## src/sv/leb_pkg.sv

```systemverilog
// Shared types and constants of the line edit buffer.
package leb_pkg;

  localparam int MAX_CHARS_DEF = 64;
  localparam int CAP_W = 7;
  localparam int POS_W = 6;
  localparam int CHAR_W = 8;
  localparam int KIND_W = 3;
  localparam int IDX_W = 8;

  localparam logic [CAP_W-1:0] CAP_RESET = 7'd64;
  localparam logic [POS_W-1:0] START_RESET = 6'd0;

  typedef enum logic [KIND_W-1:0] {
    KIND_NONE   = 3'd0,
    KIND_LEFT   = 3'd1,
    KIND_RIGHT  = 3'd2,
    KIND_BKSP   = 3'd3,
    KIND_INSERT = 3'd4,
    KIND_READ   = 3'd5,
    KIND_CLEAR  = 3'd6,
    KIND_SPARE  = 3'd7
  } kind_t;

  typedef enum logic {
    CFG_CAPACITY = 1'b0,
    CFG_START    = 1'b1
  } cfg_reg_t;

  typedef struct packed {
    logic              ins;
    logic              del;
    logic [CHAR_W-1:0] ch;
    logic [IDX_W-1:0]  cursor;
  } cell_ctrl_t;

endpackage

```

## src/sv/leb_cell.sv

```systemverilog
// One character cell of the edit line, shifting toward either neighbor.
module leb_cell #(
  parameter int INDEX = 0
) (
  input  logic                      clk,
  input  leb_pkg::cell_ctrl_t       ctrl,
  input  logic [leb_pkg::CHAR_W-1:0] left_char,
  input  logic [leb_pkg::CHAR_W-1:0] right_char,
  output logic [leb_pkg::CHAR_W-1:0] held_char
);
  import leb_pkg::*;

  localparam logic [IDX_W:0] MY_IDX = (IDX_W + 1)'(INDEX);

  logic [IDX_W:0]  cur_ext;
  logic [CHAR_W-1:0] held_char_next;

  assign cur_ext = {1'b0, ctrl.cursor};

  always_comb begin
    held_char_next = held_char;
    if (ctrl.ins) begin
      if (MY_IDX > cur_ext) begin
        held_char_next = left_char;
      end else if (MY_IDX == cur_ext) begin
        held_char_next = ctrl.ch;
      end
    end else if (ctrl.del) begin
      if (MY_IDX + 1'b1 >= cur_ext) begin
        held_char_next = right_char;
      end
    end
  end

  always_ff @(posedge clk) begin
    held_char <= held_char_next;
  end

endmodule

```

## src/sv/leb_cell_row.sv

```systemverilog
// Row of character cells chained to their neighbors.
module leb_cell_row #(
  parameter int NUM_CELLS = leb_pkg::MAX_CHARS_DEF
) (
  input  logic                       clk,
  input  leb_pkg::cell_ctrl_t        ctrl,
  output logic [leb_pkg::CHAR_W-1:0] chars [NUM_CELLS]
);
  import leb_pkg::*;

  for (genvar i = 0; i < NUM_CELLS; i++) begin : g_cell
    logic [CHAR_W-1:0] left_char;
    logic [CHAR_W-1:0] right_char;

    if (i == 0) begin : g_first
      assign left_char = '0;
    end else begin : g_mid_left
      assign left_char = chars[i-1];
    end

    if (i == NUM_CELLS - 1) begin : g_last
      assign right_char = chars[i];
    end else begin : g_mid_right
      assign right_char = chars[i+1];
    end

    leb_cell #(
      .INDEX(i)
    ) u_cell (
      .clk       (clk),
      .ctrl      (ctrl),
      .left_char (left_char),
      .right_char(right_char),
      .held_char (chars[i])
    );
  end

endmodule

```

## src/sv/line_edit_buffer_top.sv

```systemverilog
// Line edit buffer with cursor: cell row, length and cursor control, result register.
// A result appears in the cycle after its request is accepted.
// Throughput: one request per cycle; insert and backspace shift cells in that cycle.
// The input stalls only while the held result is itself stalled.
// Reset clears length, cursor and the result valid and restores both registers.
// Character cells are not reset; cells at or beyond the length are never returned.
module line_edit_buffer_top #(
  parameter int MAX_CHARS = leb_pkg::MAX_CHARS_DEF
) (
  input  logic                       clk,
  input  logic                       rst,
  input  logic                       in_valid,
  output logic                       in_stall,
  input  logic [leb_pkg::KIND_W-1:0] kind,
  input  logic [leb_pkg::CHAR_W-1:0] char_code,
  input  logic [leb_pkg::POS_W-1:0]  read_position,
  output logic                       out_valid,
  input  logic                       out_stall,
  output logic [leb_pkg::POS_W-1:0]  text_length,
  output logic [leb_pkg::POS_W-1:0]  cursor_position,
  output logic [leb_pkg::CHAR_W-1:0] read_char,
  output logic                       changed,
  input  logic                       cfg_valid,
  output logic                       cfg_ready,
  input  logic                       cfg_index,
  input  logic [leb_pkg::CAP_W-1:0]  cfg_data
);
  import leb_pkg::*;

  localparam int LW = $clog2(MAX_CHARS);
  localparam int CW = (LW + 1 > CAP_W) ? LW + 1 : CAP_W;
  localparam logic [CW-1:0] MAX_C = CW'(MAX_CHARS);

  logic [LW-1:0]    length;
  logic [LW-1:0]    cursor;
  logic [LW-1:0]    length_next;
  logic [LW-1:0]    cursor_next;
  logic [CAP_W-1:0] capacity;
  logic [POS_W-1:0] start;

  logic              accept;
  logic [CW-1:0]     len_ext;
  logic [CW-1:0]     cur_ext;
  logic [CW-1:0]     start_ext;
  logic [CW-1:0]     cap_ext;
  logic [CW-1:0]     usable;
  logic [CW-1:0]     pos_ext;
  logic [CW-1:0]     len_out;
  logic [CW-1:0]     cur_out;
  logic [LW-1:0]     rd_idx;
  logic              left_ok;
  logic              right_ok;
  logic              bksp_ok;
  logic              ins_ok;
  logic              rd_hit;
  logic              chg;
  logic [CHAR_W-1:0] rd;
  cell_ctrl_t        ctrl;
  logic [CHAR_W-1:0] chars [MAX_CHARS];

  assign cfg_ready = 1'b1;
  assign in_stall  = out_valid && out_stall;
  assign accept    = in_valid && !in_stall;

  assign len_ext   = CW'(length);
  assign cur_ext   = CW'(cursor);
  assign start_ext = CW'(start);
  assign cap_ext   = CW'(capacity);
  assign usable    = (cap_ext > MAX_C) ? MAX_C : cap_ext;
  assign pos_ext   = CW'(read_position);
  assign rd_idx    = pos_ext[LW-1:0];

  assign left_ok  = cur_ext > start_ext;
  assign right_ok = cur_ext + 1'b1 < len_ext;
  assign bksp_ok  = (cur_ext > start_ext) && (cursor != '0) && (length != '0);
  assign ins_ok   = (len_ext + 1'b1 < usable) && (cur_ext <= len_ext);
  assign rd_hit   = (pos_ext < len_ext) && (pos_ext < MAX_C);

  always_comb begin
    length_next = length;
    cursor_next = cursor;
    chg         = 1'b0;
    rd          = '0;
    ctrl.ins    = 1'b0;
    ctrl.del    = 1'b0;
    ctrl.ch     = char_code;
    ctrl.cursor = IDX_W'(cursor);
    unique case (kind_t'(kind))
      KIND_LEFT: begin
        if (left_ok) begin
          cursor_next = cursor - 1'b1;
          chg         = 1'b1;
        end
      end
      KIND_RIGHT: begin
        if (right_ok) begin
          cursor_next = cursor + 1'b1;
          chg         = 1'b1;
        end
      end
      KIND_BKSP: begin
        if (bksp_ok) begin
          ctrl.del    = accept;
          cursor_next = cursor - 1'b1;
          length_next = length - 1'b1;
          chg         = 1'b1;
        end
      end
      KIND_INSERT: begin
        if (ins_ok) begin
          ctrl.ins    = accept;
          cursor_next = cursor + 1'b1;
          length_next = length + 1'b1;
          chg         = 1'b1;
        end
      end
      KIND_READ: begin
        if (rd_hit) begin
          rd = chars[rd_idx];
        end
      end
      KIND_CLEAR: begin
        chg         = (length != '0) || (cursor != '0);
        length_next = '0;
        cursor_next = '0;
      end
      KIND_NONE, KIND_SPARE: begin
        chg = 1'b0;
      end
      default: begin
        chg = 1'b0;
      end
    endcase
  end

  assign len_out = CW'(length_next);
  assign cur_out = CW'(cursor_next);

  leb_cell_row #(
    .NUM_CELLS(MAX_CHARS)
  ) u_row (
    .clk  (clk),
    .ctrl (ctrl),
    .chars(chars)
  );

  always_ff @(posedge clk) begin
    if (rst) begin
      length    <= '0;
      cursor    <= '0;
      capacity  <= CAP_RESET;
      start     <= START_RESET;
      out_valid <= 1'b0;
    end else begin
      if (cfg_valid && cfg_ready) begin
        unique case (cfg_reg_t'(cfg_index))
          CFG_CAPACITY: capacity <= cfg_data;
          CFG_START:    start    <= cfg_data[POS_W-1:0];
          default:      capacity <= capacity;
        endcase
      end
      if (accept) begin
        length    <= length_next;
        cursor    <= cursor_next;
        out_valid <= 1'b1;
      end else if (!out_stall) begin
        out_valid <= 1'b0;
      end
    end
  end

  always_ff @(posedge clk) begin
    if (accept) begin
      text_length     <= len_out[POS_W-1:0];
      cursor_position <= cur_out[POS_W-1:0];
      read_char       <= rd;
      changed         <= chg;
    end
  end

  a_cursor_in_line: assert property (@(posedge clk) disable iff (rst) cur_ext <= len_ext)
    else $error("cursor beyond line length");

  a_length_bound: assert property (@(posedge clk) disable iff (rst) len_ext < MAX_C)
    else $error("line length reached cell count");

  a_accept_gives_result: assert property (@(posedge clk) disable iff (rst)
    accept |=> out_valid)
    else $error("accepted request produced no result");

  a_stall_needs_result: assert property (@(posedge clk) disable iff (rst)
    in_stall |-> out_valid)
    else $error("input stalled without a pending result");

endmodule

```

## config.mk

```make
export PLATFORM = sky130hd
export DESIGN_NAME = line_edit_buffer_top
export DESIGN_NICKNAME = d
export VERILOG_FILES = /design/src/sv/leb_pkg.sv /design/src/sv/leb_cell.sv /design/src/sv/leb_cell_row.sv /design/src/sv/line_edit_buffer_top.sv
export SDC_FILE = /design/constraint.sdc
export NUM_CORES = 1
export LEC_CHECK = 0
export BUFFER_PORTS_ARGS = -buffer_cell sky130_fd_sc_hd__buf_2
export CAP_MARGIN = 20
export CORE_ASPECT_RATIO = 1.4
export CORE_MARGIN = 2
export CORE_UTILIZATION = 44
export DETAILED_ROUTE_END_ITERATION = 16
export SLEW_MARGIN = 20
export SYNTH_ARGS = -nofsm -noshare
export SYNTH_HDL_FRONTEND = slang
export SYNTH_SLANG_ARGS = --single-unit
```

## constraint.sdc

```tcl
create_clock -name clk -period 8.17 [get_ports clk]
set_clock_uncertainty 0.1 [all_clocks]
set_input_delay 0.817 -clock clk [delete_from_list [all_inputs] [get_ports clk]]
set_output_delay 0.817 -clock clk [all_outputs]
set_load 0.02 [all_outputs]
```

Word-level counts from Yosys, hierarchy flattened. Index checks and enable logic that the tools add are counted.

Multiply operators: 0. $add $sub $neg: 6. Eq/ne operators: 133. Div/mod/pow operators: 0. $lt $le $gt $ge: 135. Muxes and demuxes: 340. Shifts and indexed selects: 0. Reduce and logical (&&, ||, !) cells: 143. Bitwise operators: 2.

Operator list (count): $mux W8 (319); $eq A6 B6 Y1 const A (32); $ge A6 B6 Y1 const A (32); $gt A6 B6 Y1 const A (32); $ne A3 B1 Y1 const B (63); $reduce_and A3 Y1 (63); $reduce_bool A2 Y1 (65); $eq A5 B6 Y1 const A (16); $ge A5 B6 Y1 const A (16); $gt A5 B6 Y1 const A (16); $bmux W8 S6 (1); $eq A4 B6 Y1 const A (8); $ge A4 B6 Y1 const A (8); $gt A4 B6 Y1 const A (8); $mux W6 (6); $pmux W6 S5 (1); $eq A3 B6 Y1 const A (4); $ge A3 B6 Y1 const A (4); $gt A3 B6 Y1 const A (4); $pmux W6 S3 (1); $add A6 B1 Y7 const B (2); $add A6 B1 Y6 const B (2); $eq A2 B6 Y1 const A (2); $ge A2 B6 Y1 const A (2); 28 further kinds (52).

Logic and storage cells: 832. Bits in latches: 0. Register bits after elaboration: 559. Bits in writable memories: 0. Memory bits (read-only): 0. Memories: 0. Output and inout bits: 24.

Logic depth before layout (Yosys ltp).
Word-level depth: 8. Depth in mapped cells: 15. Gate-level depth less buffers: 12.

Least setup slack after synthesis. OpenSTA, ideal clock, no wires.

Path kind: register to register. Start point: register length[3]. End point: register u_row.g_cell[1].u_cell.held_char[0] (netlist bit) (enable). Period minus slack after synthesis: 3.550 ns. Path slack: 4.620 ns. Library setup time: 0.384 ns. Buffers on the path: 3. Arrival time: 3.067 ns. Stages on the path, launching flop included: 13. Path through: dfxtp_1 -> inv_1 -> nor3_1 -> xnor2_1 -> ha_1 -> a21o_1 -> a21oi_1 -> nand2_1 -> nand4b_4 -> buf_4 -> buf_4 -> buf_6 -> a2111oi_2.

Cells in the longest elaborated chain, start to end: 7.

RTL lines: start, declared (line line_edit_buffer_top.sv:34) `logic [LW-1:0] length;`; start signal, assigned (line line_edit_buffer_top.sv:163) `length <= length_next;`; $add A6 B1 Y7 (line line_edit_buffer_top.sv:76) `assign ins_ok = (len_ext + 1'b1 < usable) && (cur_ext <= len_ext);`; $lt A7 B7 Y1 (line line_edit_buffer_top.sv:76); $logic_and A1 B1 Y1 (line line_edit_buffer_top.sv:76); $mux W1 (line line_edit_buffer_top.sv:110) `if (ins_ok) begin`; $mux W1 (line line_edit_buffer_top.sv:88) `unique case (kind_t'(kind))`; $ne A3 B1 Y1 (no line) / $reduce_bool A2 Y1 (equally long branches); $reduce_and A3 Y1 (no line) (*); end signal, assigned (line leb_cell.sv:36) `held_char <= held_char_next;`; end, declared (line leb_cell.sv:9) `output logic [leb_pkg::CHAR_W-1:0] held_char`.

Mark *: on every way between the ends. The rest lies on a longest branch, timed or not. A chain may end at the register's enable or synchronous reset.

Worst setup path in the final report.
Start point: register length[2]. End point: register u_row.g_cell[17].u_cell.held_char[0] (netlist bit) (enable).

Cells in the longest elaborated chain, start to end: 7.

RTL lines (line): $add A6 B1 Y7 (line_edit_buffer_top.sv:76); $lt A7 B7 Y1 (line_edit_buffer_top.sv:76); $logic_and A1 B1 Y1 (line_edit_buffer_top.sv:76); $mux W1 (line_edit_buffer_top.sv:110); $mux W1 (line_edit_buffer_top.sv:88); $ne A3 B1 Y1 (no line) / $reduce_bool A2 Y1 (equally long branches); $reduce_and A3 Y1 (no line) (*); end signal, assigned (leb_cell.sv:36); end, declared (leb_cell.sv:9).

Marked as above.

==> results.toml <==
[status]
status = "finished, final reports clean"

[min_path]
min_path_type = "input pin to flip-flop"

[synth]
syn_nets = 3148
syn_area_um2 = 34200
yosysMostFrequentCell = "nand2_1"
postSynthAreaPerCell_um2 = 11.1
synthCells = 3081
ys_ff_latch = 559
yosysTopAreaCell = "edfxtp_1"
ys_warn_count = 0
synth_area_leaders = "edfxtp_1, mux2i_1, mux4_2"
async_flop_share = 0
synth_ff_type = "edfxtp_1"
ys_top_cells_by_count = "nand2_1, edfxtp_1, mux2i_1, o21ai_0, mux4_2"
synth_edf_count = 533
synth_top_cell_area_share = 0.468
ys_types = 79
synth-seq-area-share = 0.483

[sta]
rsz0062_at_grt = "no"
max_slew_margin = 0.211
setup_tns_ns = 0
setup_viol = 0
maxSlewViolCount = 0
clock.fmax_mhz = 185
fin_crit_sh = 0.662
final-hold-violation-count = 0
tightest_slew_ns = 1.18
post-route-min-period_ns = 5.40

[cells_and_area]
multi_input_area_um2 = 16500
fin_cells = 4070
drive_above_1_share = 0.142
fillers = 6924
area_growth_pct = 8.31
final_nets = 3044
ff_latch_area_um2 = 16500

[worst_setup_path]
cp_num_buf_inv = 0
slowest_stage = "a21oi_1"
path_max_fanout = 14
worstPathRequired_ns = 8.32
crit_family = "compound AO/OA/AOI/OAI gates"
cp.arrival_ns = 5.56
end_kind = "flip-flop"
start_kind = "flip-flop"
slowest_delay_ns = 1.00
worstSetupPathType = "flip-flop to flip-flop"
cpMostUsedCell = "a21oi_1"
crit_path_cell_trace = "nand3_1, nor3_1, xnor2_1, ha_1, a21o_1, a21oi_1, nand4_1, a21oi_1, nand2b_1, a21oi_1"

[power]
power.total_mw = 7.02
intPower_mw = 5.14
power.density_nw_per_um2 = 189
swShare = 0.267
p_seq_frac = 0.470
switchingPower_mw = 1.87
worst_ir_drop_vdd_mv = 0.174
clock_power_share = 0.397
pwr-share-comb = 0.133
leakage_nw = 14.9

[clock_network]
cts_max_level = 2
cts_buffer_depth = 3
cts_root_buffer = "clkbuf_16"
clk_latency_ns = 0.66
cts_tree = "yes"
cts_buffers = 58
post-cts-setup-buffers = 0
ctsHoldBuffers = 0
cts.sinks = 559
clk_pin_slew_ns = 0.06
cts_resized = 0

[floorplanning]
rows = 121
dieArea_um2 = 80000
io-pin-count = 54
die_h_um = 334
die_w_um = 240
design.core.area_um2 = 77400
start_util = 0.442

[global_routing]
grt_use_total = 0.292
grt-ovfl-total = 0
grt_pass1_wl_um = 172000
grt_max_degree = 235
grt_pass1_vias = 25917
antenna_found_initial = 0

[placed_design]
gp_congestion = 0.937
post-dp-hpwl_um = 81100
numPortBuffers = 52
dp_cells = 3962

[drt]
drt_iter0_drc = 2696
antenna_left = 0
wl_per_cell_um = 28.9
drt_wl_total_um = 118000
vias = 25599
viasPerCell = 6.29
dr.pass1.iters = 5
drc = 0

[job]
maxCapViolCount = 0
[logic make-up after synthesis]
kind of cell / after synthesis / synth area share
fa+ha+maj: 37 / 0.0135
flops: 559 / 0.483
mux: 652 / 0.250
compound gates: 694 / 0.113
simple gates: 834 / 0.100
buf+inv: 295 / 0.0380
other cells: 1 / 0.000110
xor+xnor: 9 / 0.00230
[cell usage in the layout, fill, tap and decap left out, types with 15 or more instances in the layout]
cell / n
inv_1: 26
mux4_2: 160
nand3_1: 19
nand2_1: 622
a31oi_1: 50
edfxtp_1: 533
mux2i_1: 479
clkbuf_1: 15
ha_1: 37
buf_2: 50
buf_4: 48
nand2b_1: 16
dfxtp_1: 23
o21ai_0: 477
nor2_1: 102
clkbuf_16: 61
a21oi_1: 65
[metrics by stage]
| step | hold WS (ns) | area, µm² | utilization | setup slack, ns |
|---|---|---|---|---|
| 2_1_floorplan | 0.336 | 34200 | - | 4.62 |
| 6_report | 0.296 | 37100 | 0.479 | 2.77 |
| 4_1_cts | 0.270 | 37000 | 0.479 | 2.52 |
| 5_1_grt | 0.278 | 37100 | 0.479 | 2.51 |
| 3_5_place_dp | 0.350 | 35100 | 0.453 | 2.58 |
| 3_3_place_gp | 0.351 | 35000 | 0.453 | 2.74 |
[final timing paths]
kind	start	endpoint	slack (ns)	depth (start not counted)
setup / recovery	length[2]$_SDFFE_PP0P_	u_row.g_cell[17].u_cell.held_char[0]$_DFFE_PP_	2.77	10
hold / removal	in_valid	out_valid$_SDFFE_PP0P_	0.30	2
setup reg to reg	length[2]$_SDFFE_PP0P_	u_row.g_cell[17].u_cell.held_char[0]$_DFFE_PP_	2.77	10
hold reg to reg	start[2]$_SDFFE_PP0P_	start[2]$_SDFFE_PP0P_	0.36	2
[sequential cells by signal, summed over array words and instances, names as in the netlist]
register                       count
u_row.g_cell.u_cell.held_char    512
read_char                          8
cap_ext                            7
cursor                             6
cursor_position                    6
length                             6
start                              6
text_length                        6
changed                            1
out_valid                          1
[cell type report]
type                            count  area share
Tap cell                         1045      0.0353
Clock buffer                       87      0.0468
Clock inverter                     19     0.00560
Multi-Input combinational cell   2227       0.445
Inverter                           27     0.00277
Antenna cell                        2    0.000135
Timing Repair Buffer              104      0.0188
Sequential cell                   559       0.446
[routing by layer]
layer,part of all wire,vias up,track usage
met5,0,-,0
met4,0.081,0,0.205
met3,0.066,370,0.0469
met2,0.49,1189,0.497
met1,0.36,12740,0.333
li1,-,11300,-
[power groups by stage]
stage | logic, mW | registers [mW] | clock network, mW
6_report | 0.937 | 3.30 | 2.79
4_1_cts | 0.921 | 3.29 | 2.81
3_5_place_dp | 0.918 | 3.36 | 0
3_3_place_gp | 0.903 | 3.35 | 0
2_1_floorplan | 0.627 | 3.33 | 0
5_1_grt | 0.988 | 3.30 | 2.91
Power figures use the tool's default switching activity.
